**src/sv/srsc_pkg.sv**
```systemverilog
// ----------------------------------------------------------------------------
// srsc_pkg: shared definitions for the speed ramp and steering controller
// Field widths, event and level codes, register indexes, reset values and the
// arctangent table of the vectoring CORDIC.
// ----------------------------------------------------------------------------
`timescale 1ns / 1ps

package srsc_pkg;

	// Parameter defaults.
	localparam int CORDIC_STEPS_DEF  = 16;
	localparam int FRACTION_BITS_DEF = 16;

	// Field widths.
	localparam int POS_W      = 32;  // Q16.16 position
	localparam int POS_FRAC   = 16;
	localparam int SPEED_W    = 24;  // Q8.16 speed
	localparam int LIMIT_W    = 17;  // Q1.16 steering limit
	localparam int STEER_W    = 18;  // signed Q2.16 steering
	localparam int ANGLE_W    = 20;  // CORDIC angle accumulator
	localparam int CORDIC_W   = 36;  // CORDIC vector width with growth margin
	localparam int ATAN_IDX_W = 5;
	localparam int ATAN_W     = 16;
	localparam int CFG_IDX_W  = 2;
	localparam int CFG_DATA_W = 24;

	// Forward offsets at or below this magnitude give no steering (0.1 m).
	localparam logic [POS_W:0] NEAR_X_MAX = (POS_W + 1)'((1 << POS_FRAC) / 10);

	// Quarter turn in Q2.16 radians.
	localparam logic signed [ANGLE_W-1:0] HALF_PI_Q16 = ANGLE_W'(102944);

	// Register reset values.
	localparam logic [SPEED_W-1:0] MAX_SPEED_RST   = SPEED_W'(786432);
	localparam logic [LIMIT_W-1:0] STEER_LIMIT_RST = LIMIT_W'(28596);
	localparam logic [SPEED_W-1:0] BRAKE_STEP_RST  = SPEED_W'(8192);

	// Event kinds.
	typedef enum logic [1:0] {
		OP_WAYPOINT = 2'd0,
		OP_HAZARD   = 2'd1,
		OP_TICK     = 2'd2,
		OP_STOP_ACK = 2'd3
	} op_t;

	// Diagnostic levels.
	typedef enum logic [1:0] {
		LVL_OK    = 2'd0,
		LVL_WARN  = 2'd1,
		LVL_ERROR = 2'd2,
		LVL_STALE = 2'd3
	} level_t;

	// Configuration register indexes.
	typedef enum logic [CFG_IDX_W-1:0] {
		CFG_MAX_SPEED   = 2'd0,
		CFG_STEER_LIMIT = 2'd1,
		CFG_BRAKE_STEP  = 2'd2
	} cfg_reg_t;

	// Result kinds.
	localparam logic KIND_DRIVE = 1'b0;
	localparam logic KIND_STOP  = 1'b1;

	// atan(2^-i) in Q2.16 radians.
	function automatic logic [ATAN_W-1:0] atan_q16(input logic [ATAN_IDX_W-1:0] idx);
		logic [ATAN_W-1:0] val;
		unique case (idx)
			5'd0: val = 16'd51472;
			5'd1: val = 16'd30386;
			5'd2: val = 16'd16055;
			5'd3: val = 16'd8150;
			5'd4: val = 16'd4091;
			5'd5: val = 16'd2047;
			5'd6: val = 16'd1024;
			5'd7: val = 16'd512;
			5'd8: val = 16'd256;
			5'd9: val = 16'd128;
			5'd10: val = 16'd64;
			5'd11: val = 16'd32;
			5'd12: val = 16'd16;
			5'd13: val = 16'd8;
			5'd14: val = 16'd4;
			5'd15: val = 16'd2;
			5'd16: val = 16'd1;
			default: val = '0;
		endcase
		return val;
	endfunction

endpackage

```
**src/sv/srsc_cordic.sv**
```systemverilog
// ----------------------------------------------------------------------------
// srsc_cordic: iterative vectoring CORDIC for atan2(y, x)
// The add/subtract units and two arithmetic shifters are reused for STEPS
// iterations, after a quarter-turn pre-rotation for vectors with negative x.
// ----------------------------------------------------------------------------
`timescale 1ns / 1ps

module srsc_cordic #(
	parameter int STEPS = srsc_pkg::CORDIC_STEPS_DEF
) (
	input  logic                                 clk,
	input  logic                                 arst_n,
	input  logic                                 start,
	input  logic signed [srsc_pkg::POS_W-1:0]    x,
	input  logic signed [srsc_pkg::POS_W-1:0]    y,
	output logic                                 busy,
	output logic signed [srsc_pkg::ANGLE_W-1:0]  angle
);
	import srsc_pkg::*;

	localparam int W = CORDIC_W;
	localparam logic [ATAN_IDX_W-1:0] LAST_ITER = ATAN_IDX_W'(STEPS - 1);

	logic                         busy_q;
	logic [ATAN_IDX_W-1:0]        iter_q;
	logic signed [W-1:0]          x_q, y_q;
	logic signed [ANGLE_W-1:0]    z_q;

	logic signed [W-1:0]          x_ext, y_ext, x_init, y_init;
	logic signed [ANGLE_W-1:0]    z_init;
	logic signed [W-1:0]          x_shift, y_shift;
	logic signed [ANGLE_W-1:0]    atan_val;
	logic                         y_pos;

	// Pre-rotation by a quarter turn brings the vector into the right half plane.
	always_comb begin
		x_ext = {{(W - POS_W){x[POS_W-1]}}, x};
		y_ext = {{(W - POS_W){y[POS_W-1]}}, y};
		if (x_ext < 0) begin
			if (y_ext >= 0) begin
				x_init = y_ext;
				y_init = -x_ext;
				z_init = HALF_PI_Q16;
			end else begin
				x_init = -y_ext;
				y_init = x_ext;
				z_init = -HALF_PI_Q16;
			end
		end else begin
			x_init = x_ext;
			y_init = y_ext;
			z_init = '0;
		end
	end

	// Shared shift and angle lookup for the current iteration.
	always_comb begin
		x_shift  = x_q >>> iter_q;
		y_shift  = y_q >>> iter_q;
		atan_val = $signed({{(ANGLE_W - ATAN_W){1'b0}}, atan_q16(iter_q)});
		y_pos    = !y_q[W-1] && (y_q != '0);
	end

	// Iteration control.
	always_ff @(posedge clk or negedge arst_n) begin
		if (!arst_n) begin
			busy_q <= 1'b0;
			iter_q <= '0;
		end else if (start && !busy_q) begin
			busy_q <= 1'b1;
			iter_q <= '0;
		end else if (busy_q) begin
			if (iter_q == LAST_ITER) begin
				busy_q <= 1'b0;
			end
			iter_q <= iter_q + 1'b1;
		end
	end

	// Vector and angle datapath.
	always_ff @(posedge clk) begin
		if (start && !busy_q) begin
			x_q <= x_init;
			y_q <= y_init;
			z_q <= z_init;
		end else if (busy_q) begin
			if (y_pos) begin
				x_q <= x_q + y_shift;
				y_q <= y_q - x_shift;
				z_q <= z_q + atan_val;
			end else begin
				x_q <= x_q - y_shift;
				y_q <= y_q + x_shift;
				z_q <= z_q - atan_val;
			end
		end
	end

	assign busy  = busy_q;
	assign angle = z_q;

endmodule

```
**src/sv/speed_ramp_steer_controller.sv**
```systemverilog
// ----------------------------------------------------------------------------
// speed_ramp_steer_controller: speed ramp and steering command generator
// Waypoint, hazard status and stop acknowledge requests are taken one per cycle
// while idle. A stop or braking command goes from accept to the emit state; a
// cruising tick passes the target, ramp, apply and steer states, the last waiting
// on the CORDIC with the ramp multiplier alongside. The input stalls until the
// result moves to the output register, so the next request can follow in the
// cycle after it. Reset initialises the control state, not the datapath registers.
// ----------------------------------------------------------------------------
`timescale 1ns / 1ps

module speed_ramp_steer_controller #(
	parameter int CORDIC_STEPS  = srsc_pkg::CORDIC_STEPS_DEF,
	parameter int FRACTION_BITS = srsc_pkg::FRACTION_BITS_DEF
) (
	input  logic                                 clk,
	input  logic                                 arst_n,
	// Configuration writes
	input  logic                                 cfg_valid,
	output logic                                 cfg_ready,
	input  logic [srsc_pkg::CFG_IDX_W-1:0]       cfg_index,
	input  logic [srsc_pkg::CFG_DATA_W-1:0]      cfg_data,
	// Event requests
	input  logic                                 in_valid,
	output logic                                 in_stall,
	input  logic [1:0]                           operation,
	input  logic signed [srsc_pkg::POS_W-1:0]    waypoint_x,
	input  logic signed [srsc_pkg::POS_W-1:0]    waypoint_y,
	input  logic [1:0]                           status_level,
	input  logic                                 last_status,
	input  logic                                 service_ready,
	// Result requests
	output logic                                 out_valid,
	input  logic                                 out_stall,
	output logic                                 result_kind,
	output logic [srsc_pkg::SPEED_W-1:0]         drive_speed,
	output logic signed [srsc_pkg::STEER_W-1:0]  drive_steering
);
	import srsc_pkg::*;

	localparam int COEF_W = FRACTION_BITS;
	localparam int PROD_W = SPEED_W + COEF_W;
	localparam logic [COEF_W-1:0] COEF_WARN = COEF_W'(((4 << FRACTION_BITS) + 5) / 10);
	localparam logic [COEF_W-1:0] COEF_RAMP = COEF_W'(((8 << FRACTION_BITS) + 50) / 100);
	localparam logic [PROD_W-1:0] ROUND_HALF = PROD_W'(1) << (FRACTION_BITS - 1);

	typedef enum logic [5:0] {
		S_IDLE   = 6'b000001,
		S_TARGET = 6'b000010,
		S_RAMP   = 6'b000100,
		S_APPLY  = 6'b001000,
		S_STEER  = 6'b010000,
		S_EMIT   = 6'b100000
	} state_t;

	state_t                      state_q;
	logic [SPEED_W-1:0]          max_speed_q, brake_step_q;
	logic [LIMIT_W-1:0]          steer_limit_q;
	logic [SPEED_W-1:0]          speed_q;
	logic signed [POS_W-1:0]     target_x_q, target_y_q;
	logic                        route_q, emerg_q;
	logic [1:0]                  hazard_q, pending_q;
	logic                        out_valid_q;

	logic [SPEED_W-1:0]          tgt_spd_q, delta_q;
	logic                        delta_neg_q, far_q;
	logic                        res_kind_q;
	logic [SPEED_W-1:0]          res_speed_q;
	logic signed [STEER_W-1:0]   res_steer_q;
	logic                        out_kind_q;
	logic [SPEED_W-1:0]          out_speed_q;
	logic signed [STEER_W-1:0]   out_steer_q;

	logic                        accept, out_free;
	op_t                         op;
	level_t                      level;
	logic [1:0]                  pend_next;
	logic                        stop_req, brake_tick, cruise_tick, steer_done;
	logic [SPEED_W-1:0]          brake_speed;
	logic [SPEED_W-1:0]          mul_a;
	logic [COEF_W-1:0]           mul_b;
	logic [PROD_W-1:0]           prod, prod_rnd;
	logic [SPEED_W-1:0]          prod_q16;
	logic signed [SPEED_W:0]     diff, diff_neg_val;
	logic [SPEED_W-1:0]          diff_mag;
	logic signed [SPEED_W+1:0]   ramp_sum;
	logic [SPEED_W-1:0]          ramp_speed;
	logic [POS_W:0]              abs_x;
	logic                        x_far;
	logic                        cordic_busy;
	logic signed [ANGLE_W-1:0]   angle, lim, steer_val;

	assign accept    = in_valid && (state_q == S_IDLE);
	assign in_stall  = (state_q != S_IDLE);
	assign cfg_ready = 1'b1;
	assign out_free  = !out_valid_q || !out_stall;
	assign op        = op_t'(operation);
	assign level     = level_t'(status_level);

	// Alert folding: error beats warn beats ok; stale leaves the level alone.
	always_comb begin
		if (level == LVL_ERROR) begin
			pend_next = LVL_ERROR;
		end else if (level == LVL_WARN && pending_q != LVL_ERROR) begin
			pend_next = LVL_WARN;
		end else begin
			pend_next = pending_q;
		end
	end

	// Event decode.
	always_comb begin
		stop_req    = accept && op == OP_HAZARD && last_status && pend_next == LVL_ERROR
			&& !emerg_q && service_ready;
		brake_tick  = accept && op == OP_TICK && (emerg_q || !route_q);
		cruise_tick = accept && op == OP_TICK && !emerg_q && route_q;
		steer_done  = (state_q == S_STEER) && !cordic_busy;
		brake_speed = (speed_q > brake_step_q) ? speed_q - brake_step_q : '0;
	end

	// Shared multiplier: warn target first, then the ramp step.
	always_comb begin
		diff         = $signed({1'b0, tgt_spd_q}) - $signed({1'b0, speed_q});
		diff_neg_val = -diff;
		diff_mag     = diff[SPEED_W] ? diff_neg_val[SPEED_W-1:0] : diff[SPEED_W-1:0];
		mul_a        = (state_q == S_RAMP) ? diff_mag : max_speed_q;
		mul_b        = (state_q == S_RAMP) ? COEF_RAMP : COEF_WARN;
		prod         = PROD_W'(mul_a) * PROD_W'(mul_b);
		prod_rnd     = prod + ROUND_HALF;
		prod_q16     = prod_rnd[FRACTION_BITS +: SPEED_W];
	end

	// Apply the ramp step and clamp to the speed range.
	always_comb begin
		if (delta_neg_q) begin
			ramp_sum = $signed({2'b00, speed_q}) - $signed({2'b00, delta_q});
		end else begin
			ramp_sum = $signed({2'b00, speed_q}) + $signed({2'b00, delta_q});
		end
		if (ramp_sum[SPEED_W+1]) begin
			ramp_speed = '0;
		end else if (ramp_sum[SPEED_W]) begin
			ramp_speed = '1;
		end else begin
			ramp_speed = ramp_sum[SPEED_W-1:0];
		end
	end

	// Steering dead zone and clamp.
	always_comb begin
		abs_x = target_x_q[POS_W-1] ? -{1'b1, target_x_q} : {1'b0, target_x_q};
		x_far = abs_x > NEAR_X_MAX;
		lim   = $signed({{(ANGLE_W - LIMIT_W){1'b0}}, steer_limit_q});
		if (!far_q) begin
			steer_val = '0;
		end else if (angle > lim) begin
			steer_val = lim;
		end else if (angle < -lim) begin
			steer_val = -lim;
		end else begin
			steer_val = angle;
		end
	end

	srsc_cordic #(
		.STEPS(CORDIC_STEPS)
	) u_cordic (
		.clk   (clk),
		.arst_n(arst_n),
		.start (cruise_tick),
		.x     (target_x_q),
		.y     (target_y_q),
		.busy  (cordic_busy),
		.angle (angle)
	);

	// Sequencer, configuration and controller state.
	always_ff @(posedge clk or negedge arst_n) begin
		if (!arst_n) begin
			state_q       <= S_IDLE;
			max_speed_q   <= MAX_SPEED_RST;
			steer_limit_q <= STEER_LIMIT_RST;
			brake_step_q  <= BRAKE_STEP_RST;
			speed_q       <= '0;
			target_x_q    <= '0;
			target_y_q    <= '0;
			route_q       <= 1'b0;
			emerg_q       <= 1'b0;
			hazard_q      <= LVL_OK;
			pending_q     <= LVL_OK;
			out_valid_q   <= 1'b0;
		end else begin
			if (cfg_valid) begin
				unique case (cfg_index)
					CFG_MAX_SPEED:   max_speed_q   <= cfg_data;
					CFG_STEER_LIMIT: steer_limit_q <= cfg_data[LIMIT_W-1:0];
					CFG_BRAKE_STEP:  brake_step_q  <= cfg_data;
					default: ;
				endcase
			end

			unique case (state_q)
				S_IDLE: begin
					if (accept) begin
						unique case (op)
							OP_WAYPOINT: begin
								target_x_q <= waypoint_x;
								target_y_q <= waypoint_y;
								route_q    <= 1'b1;
							end
							OP_HAZARD: begin
								if (last_status) begin
									hazard_q  <= pend_next;
									pending_q <= LVL_OK;
									if (pend_next == LVL_ERROR && !emerg_q) begin
										emerg_q <= 1'b1;
									end
								end else begin
									pending_q <= pend_next;
								end
								if (stop_req) begin
									state_q <= S_EMIT;
								end
							end
							OP_STOP_ACK: begin
								emerg_q <= 1'b0;
							end
							OP_TICK: begin
								if (brake_tick) begin
									speed_q <= brake_speed;
									state_q <= S_EMIT;
								end else begin
									state_q <= S_TARGET;
								end
							end
							default: ;
						endcase
					end
				end
				S_TARGET: state_q <= S_RAMP;
				S_RAMP:   state_q <= S_APPLY;
				S_APPLY: begin
					speed_q <= ramp_speed;
					state_q <= S_STEER;
				end
				S_STEER: begin
					if (steer_done) begin
						state_q <= S_EMIT;
					end
				end
				S_EMIT: begin
					if (out_free) begin
						state_q <= S_IDLE;
					end
				end
				default: state_q <= S_IDLE;
			endcase

			// Output register: load a finished result, drop a taken one.
			if (state_q == S_EMIT && out_free) begin
				out_valid_q <= 1'b1;
			end else if (!out_stall) begin
				out_valid_q <= 1'b0;
			end
		end
	end

	// Working and result registers.
	always_ff @(posedge clk) begin
		if (cruise_tick) begin
			far_q <= x_far;
		end
		if (state_q == S_TARGET) begin
			tgt_spd_q <= (hazard_q == LVL_WARN) ? prod_q16 : max_speed_q;
		end
		if (state_q == S_RAMP) begin
			delta_q     <= prod_q16;
			delta_neg_q <= diff[SPEED_W];
		end
		if (stop_req) begin
			res_kind_q  <= KIND_STOP;
			res_speed_q <= '0;
			res_steer_q <= '0;
		end else if (brake_tick) begin
			res_kind_q  <= KIND_DRIVE;
			res_speed_q <= brake_speed;
			res_steer_q <= '0;
		end else if (steer_done) begin
			res_kind_q  <= KIND_DRIVE;
			res_speed_q <= speed_q;
			res_steer_q <= steer_val[STEER_W-1:0];
		end
		if (state_q == S_EMIT && out_free) begin
			out_kind_q  <= res_kind_q;
			out_speed_q <= res_speed_q;
			out_steer_q <= res_steer_q;
		end
	end

	assign out_valid      = out_valid_q;
	assign result_kind    = out_kind_q;
	assign drive_speed    = out_speed_q;
	assign drive_steering = out_steer_q;

`ifndef SYNTHESIS
	// A stop request carries no speed and no steering.
	assert property (@(posedge clk) disable iff (!arst_n)
		out_valid && result_kind == KIND_STOP |-> drive_speed == '0 && drive_steering == '0)
		else $error("stop request with nonzero drive fields");

	// Emergency is entered only by an accepted hazard status.
	assert property (@(posedge clk) disable iff (!arst_n)
		$rose(emerg_q) |-> $past(accept && op == OP_HAZARD && last_status))
		else $error("emergency entered without a final hazard status");

	// Emergency is left only by an accepted stop acknowledge.
	assert property (@(posedge clk) disable iff (!arst_n)
		$fell(emerg_q) |-> $past(accept && op == OP_STOP_ACK))
		else $error("emergency cleared without a stop acknowledge");

	// A new result appears only out of the emit state.
	assert property (@(posedge clk) disable iff (!arst_n)
		$rose(out_valid_q) |-> $past(state_q == S_EMIT))
		else $error("result raised outside the emit state");
`endif

endmodule

```
**config.mk**
```make
export PLATFORM = sky130hd
export DESIGN_NAME = speed_ramp_steer_controller
export DESIGN_NICKNAME = d
export VERILOG_FILES = /design/src/sv/srsc_pkg.sv /design/src/sv/srsc_cordic.sv /design/src/sv/speed_ramp_steer_controller.sv
export SDC_FILE = /design/constraint.sdc
export NUM_CORES = 2
export LEC_CHECK = 0
export ABC_AREA = 1
export BUFFER_PORTS_ARGS = -buffer_cell sky130_fd_sc_hd__clkbuf_2
export CORE_UTILIZATION = 65
export DETAILED_ROUTE_END_ITERATION = 10
export GPL_ROUTABILITY_DRIVEN = 0
export PLACE_DENSITY = 0.83
export REMOVE_ABC_BUFFERS = 1
export SETUP_SLACK_MARGIN = 0.15
export SLEW_MARGIN = 20
export SYNTH_ARGS = -nofsm -noshare
export SYNTH_HDL_FRONTEND = slang
export SYNTH_HIERARCHICAL = 1
export SYNTH_SLANG_ARGS = --single-unit
```
**constraint.sdc**
```tcl
create_clock -name clk -period 10.4 [get_ports clk]
set_input_delay 1.04 -clock clk [delete_from_list [all_inputs] [get_ports clk]]
set_output_delay 1.04 -clock clk [all_outputs]
set_load 0.03 [all_outputs]
```
[After elaboration in Yosys (flattened, before gate mapping)]
Memories as Yosys holds them, arrays and structs flattened.
Index checks and enable logic that the tools add are counted.
Operators by class
  $add $sub $neg: 17
  multipliers: 1
  order comparisons: 6
  equal/unequal tests: 28
  shift-type cells: 2
  mux-type cells: 55
  reductions and logical operators: 41
Operators by type and width (number)
  $mux W36: 10
  $mux W24: 11
  $mux W20: 5
  $add A36 B36 Y36: 2
  $neg A32 Y36: 2
  $sshr A36 B5 Y36: 2
  $sub A36 B36 Y36: 2
  $mux W18: 3
  $sub A24 B24 Y25: 2
  $pmux W24 S2: 1
  $add A39 B16 Y40 const B: 1
  $mul A24 B15 Y39: 1
  $pmux W6 S6: 1
  $reduce_bool A36 Y1: 1
  $gt A33 B13 Y1 const B: 1
  $mux W33: 1
  $neg A33 Y33: 1
  $ge A32 B1 Y1 const B: 1
  $lt A32 B1 Y1 const B: 1
  $mux W6: 5
  $mux W26: 1
  $add A24 B24 Y25: 1
  $gt A24 B24 Y1: 1
  $neg A24 Y24: 1
  37 further kinds: 92
Storage, ports and cells
  bits in registers: 400
  bits in read-only memories: 512
  input port bits: 101
  output and inout bits: 46
  logic and storage cells: 178
  memories kept: 1
Memories
  (name not given): words 32, bits a word 16, read ports 1, clocked after Yosys merged registers in 0, write ports 0, line srsc_pkg.sv:68  | unique case (idx)

[Depth between registers and ports, before layout]
  word-level depth: 12
  gate-level depth with buffers: 47
  gate-level depth less buffers: 46

[Hierarchy]
Netlist, hierarchy kept.
Modules (own cells, without submodules)
  speed_ramp_steer_controller: times used 1, cells an instance 4077, area an instance 30892.1 µm², sequential area each 7825.0 µm²
  srsc_cordic: times used 1, cells an instance 2982, area an instance 17549.3 µm², sequential area each 2912.8 µm²

[Worst setup path after synthesis]
OpenSTA, ideal clock, no wires.
  kind: reg-to-reg
  from: register speed_q[0]
  to: register delta_q[17], data pin
  library setup time: 0.255 ns
  data arrival time: 7.352 ns
  required time: 10.145 ns
  slack: 2.793 ns
  cell stages (with the launch flop): 39
  buffers on the path: 0
  period minus slack after synthesis: 7.607 ns
  cells stage by stage: dfrtp_1 -> ha_1 -> inv_1 -> fa_1 -> inv_1 -> ha_1 -> inv_1 -> nor2_1 -> nand3_1 -> nor2_1 -> nand2_2 -> nor2_4 -> nand2_2 -> nor2_4 -> nor3_1 -> nor3_2 -> nor2_1 -> fa_1 -> (+3 left out) -> fa_1 -> fa_1 -> inv_1 -> fa_1 -> inv_1 -> fa_1 -> inv_1 -> ha_1 -> nand2_1 -> nor4_1 -> nand2_1 -> nand2_1 -> nand2_1 -> nand2_1 -> nand3_1 -> a21oi_1 -> o21ai_0 -> and2_1
On the way
  word-level cells in the longest chain between the ends: 6
Ends and longest elaborated chain
  start, declared: line speed_ramp_steer_controller.sv:59  | logic [SPEED_W-1:0] speed_q;
  start signal, assigned: line speed_ramp_steer_controller.sv:230  | speed_q <= brake_speed;
  start signal, assigned: line speed_ramp_steer_controller.sv:243  | speed_q <= ramp_speed;
  $sub A24 B24 Y25 *: line speed_ramp_steer_controller.sv:123  | diff = $signed({1'b0, tgt_spd_q}) - $signed({1'b0, speed_q});
  $neg A24 Y24: line speed_ramp_steer_controller.sv:124  | diff_neg_val = -diff;
  $mux W24 *: line speed_ramp_steer_controller.sv:125  | diff_mag = diff[SPEED_W] ? diff_neg_val[SPEED_W-1:0] : diff[SPEED_W-1:0];
  $mux W24 *: line speed_ramp_steer_controller.sv:126  | mul_a = (state_q == S_RAMP) ? diff_mag : max_speed_q;
  $mul A24 B15 Y39 *: line speed_ramp_steer_controller.sv:128  | prod = PROD_W'(mul_a) * PROD_W'(mul_b);
  $add A39 B16 Y40 *: line speed_ramp_steer_controller.sv:129  | prod_rnd = prod + ROUND_HALF;
  net prod_rnd[33]: line speed_ramp_steer_controller.sv:82  | logic [PROD_W-1:0] prod, prod_rnd;
  end signal, assigned: line speed_ramp_steer_controller.sv:277  | delta_q <= prod_q16;
  end, declared: line speed_ramp_steer_controller.sv:65  | logic [SPEED_W-1:0] tgt_spd_q, delta_q;
The timed path passes the listed nets; every way through them passes the cells marked *.
A chain may end at the register's enable or synchronous reset.

[Final worst setup path]
  from: register speed_q[1]
  to: register tgt_spd_q[21], data pin
On the way
  word-level cells in the longest chain between the ends: 7
Ends and longest elaborated chain
  $sub A24 B24 Y25 *: line speed_ramp_steer_controller.sv:123
  $neg A24 Y24: line speed_ramp_steer_controller.sv:124
  $mux W24 *: line speed_ramp_steer_controller.sv:125
  $mux W24 *: line speed_ramp_steer_controller.sv:126
  $mul A24 B15 Y39 *: line speed_ramp_steer_controller.sv:128
  $add A39 B16 Y40 *: line speed_ramp_steer_controller.sv:129
  $mux W24 *: line speed_ramp_steer_controller.sv:274  | tgt_spd_q <= (hazard_q == LVL_WARN) ? prod_q16 : max_speed_q;
  end signal, assigned: line speed_ramp_steer_controller.sv:274
  end, declared: line speed_ramp_steer_controller.sv:65
Mark *: on every way between the ends. The rest lies on a longest branch, timed or not.

==> results.md <==
Critical path:
- The data required time at the worst endpoint is 10.78 ns.
- By startpoint and endpoint, the worst setup path is classified as reg2reg.
- The slowest stage of the critical path belongs to the cell sky130_fd_sc_hd__fa_1.
- The most used cell along the critical path is sky130_fd_sc_hd__nand2_1.
- The cell type group with the largest total delay on the critical path is adder cells.
- The worst setup path is captured at a register.
- The launching element type of the critical path is a register.
- The critical-path maximum fanout is 30.
- On the worst path, the slowest cell contributes a delay of 0.57 ns.
- The arrival time at the worst endpoint is 9.09 ns.
- The number of buffers and inverters on the critical path is 9.

Die:
- The area enclosed by the die boundary is 75620 sq um.
- In this run the count of I/O pins placed on the die edge is 147.
- The initial utilization of the core area, before any placement, comes to 0.6606.
- After floorplanning, the core was sized to cover 73330 sq um.
- After floorplanning, the core was divided into 99 placement rows.
- The floorplan step set the die width to 275.0 um.
- The die height is 275.0 um.

Yosys:
- In the post-synthesis netlist, the biggest area contributors are sky130_fd_sc_hd__nand2_1, sky130_fd_sc_hd__edfxtp_1, sky130_fd_sc_hd__ha_1.
- After synthesis, the netlist uses 70 different library cells.
- The commonest cells after synthesis are sky130_fd_sc_hd__nand2_1, sky130_fd_sc_hd__inv_1, sky130_fd_sc_hd__nand3_1, sky130_fd_sc_hd__nor2_1, sky130_fd_sc_hd__o21ai_0.
- Counting every instance in the synthesized netlist gives 7059.
- The most common cell in the synthesized netlist is sky130_fd_sc_hd__nand2_1.
- Of the post-synthesis cell area, the dominant cell type holds 0.1358.
- The largest total area in the synthesized netlist belongs to sky130_fd_sc_hd__nand2_1.
- The fraction of registers with async set or reset after synthesis is 0.4300.
- In this run, synthesis inferred 185 flip-flops with an integrated enable.
- The mapped netlist covers 48440 sq um.
- After synthesis, the mean cell area works out to 6.862 sq um.
- The primary flip-flop cell chosen by synthesis mapping is sky130_fd_sc_hd__edfxtp_1.
- The proportion of synthesized chip area in sequential cells is 0.2217.
- The warning count from the yosys run is 6.
- After synthesis the netlist holds a flip-flop and latch count of 400.

Placement:
- At the placement stage, the worst setup path has a slack of 1.797 ns.
- The HPWL reported at the end of detailed placement is 124.4 mm.
- The number of buffers added on ports is 145.
- The placed standard-cell area is 49630 sq um.

GRT:
- The first-pass GRT wire length is 241.5 mm.
- The number of global-route vias before repair was 45600.
- The aggregate global-route resource usage is 0.4060.
- For this run the aggregate overflow at the end of global routing stands at 0.
- Entering global routing, the biggest net connects 81 pins.
- The number of antenna violations at the first check in global routing came to 3.

Timing:
- The clock period could shrink to 8.711 ns.
- Setup violations remaining at the end of the flow were counted as 0.
- The least setup slack across all paths after layout is 1.689 ns.
- In this run the tightest slew margin relative to its limit is 0.2543.
- Summed over all failing endpoints, the final setup total negative slack is 0 ns.
- The maximum clock frequency is 114.8 MHz.
- The number of endpoints with negative hold slack in the final report is 0.
- Setup repair after global routing left no endpoint under its margin.
- The final setup skew is 0.06058 ns.
- The final period utilization is 0.8376.
- The slew at the pin closest to its max-slew limit is 1.107 ns.
- The final-report max-slew violation count was 0.

Run:
- The max capacitance violation total is 0.

Clocking:
- The TritonCTS clock tree is yes.
- The tree is rooted in a sky130_fd_sc_hd__clkbuf_16.
- For this design, the CTS-stage hold fixing added 0 buffers.
- The clock slew at the register clock pins of the worst setup and hold paths is 0.06 ns.
- The post-CTS setup repair buffer count is 0.
- The CTS H-tree depth is 2.
- In this run, post-CTS repair resized a total of 0 instances.
- Clock latency on the worst-skew pair, taken at its later pin, is 0.63 ns.
- The number of buffers created by CTS is 47.
- CTS saw 400 sinks.
- The maximum buffer depth of the clock tree is 3.

Finish:
- The area growth from synthesis to layout is 5.866%.
- After routing the design area is 51280 sq um.
- The filler cells instantiated in the layout total 6083.
- The fraction of layout cells with a size suffix above 1 is 0.07514.
- After the last flow step, the layout net total stands at 7806.

Status:
- The checks that failed: DRC.
- The flow ran to the end, but the final reports show violations.

Detailed routing:
- The average wire per cell in the routed design is 19.31 um.
- The aggregate routed wire length is 156.0 mm.
- The initial detailed-routing violation count is 7201.
- The routed layout has 49580 vias.
- The residual antenna-violating net count after detailed routing is 0.
- For this run, design rule violations remaining after detail routing come to 18.
- The length of the first detailed-routing pass in iterations is 11.
- The average vias per placed instance is 6.136.

Min path:
- The type of the tightest min-delay check is in2async.
[flip-flops by register name, indices dropped and copies added, names as in the netlist, 5 cells and up]
name             cells
res_speed_q         24
steer_limit_q       17
delta_q             24
u_cordic/iter_q      5
u_cordic/angle      20
u_cordic/x_q        36
max_speed_q         24
drive_speed         24
drive_steering      18
target_y_q          32
u_cordic/y_q        36
brake_step_q        24
state_q              6
res_steer_q         18
speed_q             24
tgt_spd_q           24
target_x_q          32
[kinds of logic (layout without fill, tap and decap cells)]
kind of cell,Yosys count,after routing,synth area share
AOI/OAI and AO/OA,1109,1109,0.1263
xor gates and xnor gates,220,220,0.03978
adders and majority gates,624,624,0.1950
and+or+nand+nor,3270,3270,0.2905
DFF,400,400,0.2217
muxes,65,65,0.01508
other,1,3,0.00007741
buffers and inverters,1370,1430,0.1116
[per-layer routing]
layer  vias to the layer above  GRT usage  routed length, um
met5                         -          0                 12
met4                         2     0.1784               7897
met3                       600     0.1098              22670
met2                      3383     0.6111              65680
met1                     22640     0.5462              59750
li1                      22960          -                  -
[per-stage QoR]
step	std cells	hold slack, ns	utilization
2_1_floorplan	6857	0.4086	-
3_3_place_gp	7991	0.4135	0.6767
3_5_place_dp	7991	0.4151	0.6767
4_1_cts	8079	0.4127	0.6993
5_1_grt	8080	0.4311	0.6993
6_report	8080	0.3847	0.6993
[cell type report]
cell class                      instances  area (sq um)  area share
Antenna cell                            1         2.502  0.00004880
Timing Repair Buffer                  175         957.2     0.01866
Tap cell                              959          1200     0.02340
Sequential cell                       400         10750      0.2095
Clock buffer                           56          1250     0.02437
Multi-Input combinational cell       5290         32340      0.6306
Clock inverter                         32         405.4    0.007905
Inverter                             1167          4385     0.08552
[cells in the final DEF (no fill, tap or decap), drive strengths merged, types with 19 or more instances in the layout]
master and count:
edfxtp 185, a31oi 54, nor4 33, fa 218
nand3 628, dfrtp 158, nor2 615, o21ai 460
a21o 25, clkbuf 200, dfxtp 43, mux2 64
o31ai 20, inv 1173, nand4 79, ha 406
nor3 72, nand2 1802, xnor2 62, xor2 158
a21oi 424, buf 31, o211ai 21, o221ai 19
[worst reg2reg max path, delay by kind of cell, from the launching register on]
kind / cells / cell delay, ns
simple gates: 20 / 2.68
compound gates: 2 / 0.24
fa+ha+maj: 8 / 3.95
buf+inv: 9 / 1.07
flops: 1 / 0.50
[worst paths after layout]
kind | from | end | slack (ns) | cells past startpoint
worst max register to register | speed_q[1]$_DFFE_PN0P_ | tgt_spd_q[21]$_DFFE_PP_ | 1.69 | 39
worst min-delay path | arst_n | emerg_q$_DFFE_PN0P_ | 0.38 | 1
min in group clk | res_steer_q[0]$_SDFFE_PP0P_ | drive_steering[0]$_DFFE_PP_ | 0.43 | 0
worst min register to register | res_steer_q[0]$_SDFFE_PP0P_ | drive_steering[0]$_DFFE_PP_ | 0.43 | 0
max in group asynchronous | arst_n | target_x_q[31]$_DFFE_PN0P_ | 7.92 | 3
worst max-delay path | speed_q[1]$_DFFE_PN0P_ | tgt_spd_q[21]$_DFFE_PP_ | 1.69 | 39
Power is left out: the tool's default activity adds up to more than one toggle a clock period on the data nets, which glitch-free logic cannot reach.
